==> config.mk <==
export PLATFORM = sky130hd
export DESIGN_NAME = msd_ctrl
export DESIGN_NICKNAME = d
export VERILOG_FILES = /design/src/rtl/core/msd_pkg.sv /design/src/rtl/core/msd_ctrl.sv
export SDC_FILE = /design/constraint.sdc
export NUM_CORES = 1
export LEC_CHECK = 0
export ABC_AREA = 1
export BUFFER_PORTS_ARGS = -buffer_cell sky130_fd_sc_hd__buf_2
export CORE_MARGIN = 3
export CORE_UTILIZATION = 32
export CTS_CLUSTER_SIZE = 12
export DETAILED_ROUTE_END_ITERATION = 8
export SETUP_SLACK_MARGIN = 0.2
export SYNTH_ARGS = -nofsm -noshare
export SYNTH_HDL_FRONTEND = slang
export SYNTH_SLANG_ARGS = --single-unit
==> constraint.sdc <==
create_clock -name clk -period 3.3 [get_ports clk]
set_input_delay 0 -clock clk [delete_from_list [all_inputs] [get_ports clk]]
set_output_delay 0 -clock clk [all_outputs]
set_load 0.05 [all_outputs]
==> src/rtl/core/msd_pkg.sv <==
// ----------------------------------------------------------------------------
// msd_pkg - shared types and constants for the moving standard deviation
// Payload structs, arithmetic widths and controller/datapath interface.
// ----------------------------------------------------------------------------
package msd_pkg;

  // fixed payload widths
  localparam int SAMPLE_BITS = 24;
  localparam int WIN_BITS    = 7;
  localparam int DEV_BITS    = 31;

  // defaults for the top-level parameters
  localparam int WINDOW_MAX_DEF = 64;
  localparam int FRAC_BITS_DEF  = 8;

  // running sum, running sum of squares, and W*S2 - S1^2
  localparam int S1_W = SAMPLE_BITS + WIN_BITS;
  localparam int S2_W = 2 * SAMPLE_BITS - 1 + WIN_BITS;
  localparam int D_W  = 2 * (SAMPLE_BITS + WIN_BITS) - 1;

  typedef struct packed {
    logic signed [SAMPLE_BITS-1:0] sample;
    logic                          start_series;
  } in_item_t;

  typedef struct packed {
    logic [DEV_BITS-1:0] deviation;
    logic                deviation_valid;
  } out_item_t;

  typedef struct packed {
    logic capture;      // take the input item
    logic load_old;     // latch evicted sample, write new one
    logic update;       // advance sums, fill count and pointer
    logic mult;         // form W*S2 and S1^2
    logic diff_load;    // subtract and seed the square root
    logic sqrt_step;    // one root bit
    logic div_load;     // seed the divide by W
    logic div_step;     // one quotient bit
    logic result_load;  // write the output register
  } msd_cmd_t;

  typedef struct packed {
    logic window_full;  // fill count has reached the window length
    logic out_busy;     // output register holds an untaken result
  } msd_status_t;

endpackage

==> src/rtl/core/msd_ctrl.sv <==
// ----------------------------------------------------------------------------
// msd_ctrl - sequencer for the moving standard deviation
// Steps one item through history update, products, root and divide.
// ----------------------------------------------------------------------------
module msd_ctrl import msd_pkg::*; #(
  parameter int FRAC_BITS = FRAC_BITS_DEF
) (
  input  logic        clk,
  input  logic        rst,
  input  logic        in_valid,
  output logic        in_ready,
  output msd_cmd_t    cmd,
  input  msd_status_t status
);

  localparam int R_W   = (D_W + 2 * FRAC_BITS + 1) / 2;
  localparam int CNT_W = $clog2(R_W);

  typedef enum logic [3:0] {
    S_IDLE,
    S_READ,
    S_OLD,
    S_UPDATE,
    S_MUL,
    S_DIFF,
    S_SQRT,
    S_DIVLOAD,
    S_DIV,
    S_DONE
  } state_t;

  state_t           state;
  logic [CNT_W-1:0] cnt;

  assign in_ready = (state == S_IDLE);

  always_comb begin
    cmd             = '0;
    cmd.capture     = in_ready && in_valid;
    cmd.load_old    = (state == S_OLD);
    cmd.update      = (state == S_UPDATE);
    cmd.mult        = (state == S_MUL);
    cmd.diff_load   = (state == S_DIFF);
    cmd.sqrt_step   = (state == S_SQRT);
    cmd.div_load    = (state == S_DIVLOAD);
    cmd.div_step    = (state == S_DIV);
    cmd.result_load = (state == S_DONE) && !status.out_busy;
  end

  always_ff @(posedge clk) begin
    if (rst) begin
      state <= S_IDLE;
      cnt   <= '0;
    end else begin
      case (state)
        S_IDLE: begin
          if (in_valid) begin
            state <= S_READ;
          end
        end
        S_READ:   state <= S_OLD;
        S_OLD:    state <= S_UPDATE;
        S_UPDATE: state <= S_MUL;
        S_MUL: begin
          // skip the arithmetic while the window is still filling
          state <= status.window_full ? S_DIFF : S_DONE;
        end
        S_DIFF: begin
          state <= S_SQRT;
          cnt   <= CNT_W'(R_W - 1);
        end
        S_SQRT: begin
          if (cnt == '0) begin
            state <= S_DIVLOAD;
          end else begin
            cnt <= cnt - 1'b1;
          end
        end
        S_DIVLOAD: begin
          state <= S_DIV;
          cnt   <= CNT_W'(R_W - 1);
        end
        S_DIV: begin
          if (cnt == '0) begin
            state <= S_DONE;
          end else begin
            cnt <= cnt - 1'b1;
          end
        end
        S_DONE: begin
          if (!status.out_busy) begin
            state <= S_IDLE;
          end
        end
        default: state <= S_IDLE;
      endcase
    end
  end

endmodule

---- After elaboration in Yosys (flattened, before gate mapping) ----
Cells that the tools add are included.
word-level totals
  register bits ........................... 10
  latch bits .............................. 0
  RAM bits ................................ 0
  memory bits (read-only) ................. 0
  input port bits ......................... 5
  word-level logic and storage cells ...... 35
  memories ................................ 0
operators by class
  add/subtract/negate cells ............... 1
  $mul .................................... 0
  divide/modulo/power cells ............... 0
  $lt $le $gt $ge ......................... 0
  eq/ne operators ......................... 14
  shift operators ......................... 0
  multiplexer cells ....................... 8
  bitwise operators ....................... 0
  reductions and logical operators ........ 10
operators with widths
  kind                 count
  $pmux 4 s10          1
  $mux 4               5
  $eq 4x3->1 const B   4
  $pmux 6 s2           1
  $eq 4x2->1 const B   2
  $eq 4x4->1 const B   2
  $logic_not 6->1      1
  $mux 6               1
  $ne 2x2->1 const B   3
  $sub 6x1->6 const B  1
  $eq 4x1->1 const B   1
  $logic_not 4->1      1
  $ne 2x1->1 const B   2
  $reduce_and 4->1     1
  $reduce_or 2->1      2
  $logic_and 1x1->1    2
  $reduce_and 2->1     1
  $reduce_bool 2->1    1
  $logic_not 1->1      1

---- Logic depth before layout (Yosys ltp) ----
  depth in word-level cells ............... 4
  depth in mapped cells ................... 11
  depth with buffers taken out ............ 10

---- Worst setup path after synthesis ----
No wires, ideal clock.
  path kind ............................... register to output
  start ................................... reg state[1]
  end ..................................... out cmd[8] (netlist name)
  arrival ................................. 2.092 ns
  data required time ...................... 3.300 ns
  path slack .............................. 1.208 ns
  stages on the path, launching flop included .. 7
  path buffers ............................ 1
  path through ............................ dfxtp_1 -> buf_4 -> inv_2 -> nand2_1 -> nor2_1 -> inv_1 -> nor2_1
RTL lines
  what                    RTL line        text
  from (decl)             msd_ctrl.sv:32  state_t state;
  from (signal assigned)  msd_ctrl.sv:66  state <= status.window_full ? S_DIFF : S_DONE;
  to (decl)               msd_ctrl.sv:12  output msd_cmd_t cmd,

==> out/results.ini <==
[die]
core_area_um2 = 2022
start_util = 0.3465
die_x_um = 52.80
die-area_um2 = 2787
ios = 15
fp-row-count = 16
die_y_um = 52.80

[drt]
drcViolationCount = 0
drt_iter0_drc = 12
viasPerCell = 4.419
post_drt_wl_per_cell_um = 9.419
routed_wl_um = 1573
drtAntennaViolNets = 0
first_pass_iters = 4
num_vias = 738

[sta]
slew_headroom = 0.8158
fmax_mhz = 657.3
setup_viol = 0
final_max_slew_viol_count = 0
rsz0062_at_grt = false
holdWs_ps = 85.21
layout_min_cycle_time_ps = 1521
post-route-period-util = 0.4610
finalHoldViolations = 0
worstMarginPinSlew_ps = 275.2
fin_skew_ps = 5.168
tns_ps = 0

[setup_path]
cp.buffers_inverters = 3
max_stage_delay_ps = 380
required_ps = 3300
path_class = reg -> out
crit_slowest_cell = dfxtp_1
worst_setup_path_start_kind = flop
crit_chain = inv_2, nand2_1, nor2_1, inv_2, nor2_1, buf_2
endpoint_kind = output port
critPathTopFamily = buffers and inverters
crit_fanout = 6
worstPathArrival_ps = 1520

[power_and_ir_drop]
power.density_nw_per_um2 = 573.5
vdd_ir_drop_max_mv = 0.4529
p_leak_nw = 0.4748

[yosys]
yosysSeqAreaShare = 0.2857
synth_area_um2 = 700.7
synth_top_area_frac = 0.2857
ys_ff_latch = 10
synthCells = 122
synth_cell_types = 18
synthTopCellsByArea = dfxtp_1 29%, nand2_1 22%, nor2_1 12%, inv_1 8.6%, nand3_1 5.7%
synth_top_cell_by_area = dfxtp_1
ys.warnings.count = 0
synth_nets = 128
avgSynthCellArea_um2 = 5.743

[place]
port_buffers = 14
dp_hpwl_um = 1264
place.gp.congestion = 0.8095

[cts]
cts_tree = done
post_cts_buffers = 0
cts_made_buffers = 3
clock_sinks = 10
path_clk_slew_ps = 70
ctsLongestPathBuffers = 2
ctsRootBufferMaster = clkbuf_4
cts.htree.levels = 1
insertion_delay_ps = 270

[cells_and_area]
layout_commonest_cell = nand2_1
area_delta_synth_final_pct = 20.36
antenna_cells = 0
final_nets = 147
final_cell_mix = 41 x nand2_1, 22 x nor2_1, 16 x inv_1
drive_gt1_frac = 0.2143

[global_routing]
antenna_found_initial = 0
grtUsageTotal = 0.1258
grt_max_degree = 9
grt_pass1_wl_um = 2628
grt_pass1_vias = 643
overflow = 0

[min_path]
min_path_type = in -> reg

[run_status]
status = complete, no violations

[run]
drv_cap = 0

==> per-stage QoR <==
step	power [W]	utilization	setup WS, ps	instances	area [µm²]
3_5_place_dp	0.0003724	0.3942	1914	162	797.0
4_1_cts	0.0004889	0.4171	1751	167	843.3
3_3_place_gp	0.0003721	0.3942	1947	162	797.0
5_1_grt	0.0005189	0.4171	1647	167	843.3
6_report	0.0004837	0.4171	1779	167	843.3
2_1_floorplan	0.0003331	-	1208	122	700.7
==> kinds of logic after synthesis <==
family                   synth area share
AND/OR/NAND/NOR                    0.4947
buffers and inverters              0.1179
flip-flops                         0.2857
AO/OA/AOI/OAI                     0.07143
XOR/XNOR                          0.01250
adder cells (fa/ha/maj)           0.01785
==> path summary, 6_finish.rpt <==
kind         startpoint       end  slack (ps)  depth (start not counted)
max            state[3]    cmd[4]        1780                          6
max reg2reg      cnt[0]    cnt[1]        1890                          7
min reg2reg      cnt[0]    cnt[0]         470                          2
min           status[0]  state[0]          90                          3
==> state kept, by name (all words and copies together), names as in the netlist <==
name,flops
cnt,6
state,4
==> layer usage <==
layer  up-vias  share of wire  global-route usage
met2        14           0.43              0.1880
li1        406              -                   -
met4         0              0             0.05106
met3         0          0.034             0.02564
met1       318           0.53              0.1732
met5         -              0                   0
==> report_power, final <==
part           internal (W)  switching [W]  total, W
Sequential         0.000134      0.0000206  0.000155
Combinational     0.0000555       0.000161  0.000216
Clock             0.0000670      0.0000458  0.000113
Total              0.000256       0.000227  0.000484
==> worst reg2reg max path, cell delays in order (launching register included) <==
cell     delay, ps
dfxtp_1        310
inv_1          100
ha_1           210
nand3_1        220
nand2_4        150
nand2_4         80
o21ai_0        170
nor2_1          60
==> Yosys cell counts, drive strengths merged <==
| library cell | count |
|---|---|
| a21oi | 6 |
| buf | 1 |
| dfxtp | 10 |
| ha | 1 |
| inv | 20 |
| nand2 | 45 |
| nand3 | 8 |
| nor2 | 25 |
| nor3 | 1 |
| nor4 | 1 |
| o21ai | 2 |
| o22ai | 1 |
| xnor2 | 1 |
==> cell type report <==
| cell class | count | area (µm²) |
|---|---|---|
| Multi-Input combinational cell | 91 | 417.9 |
| Timing Repair Buffer | 15 | 80.08 |
| Inverter | 20 | 75.07 |
| Sequential cell | 10 | 200.2 |
| Clock buffer | 4 | 36.28 |
| Tap cell | 27 | 33.78 |
| Fill cell | 216 | 1179 |
==> what timing repair did <==
item | in CTS | in global routing
hold buffers | 1 | 0
gates resized for setup | 0 | 0
endpoints found under the hold margin | 6 | 0
Power figures use the tool's default switching activity.
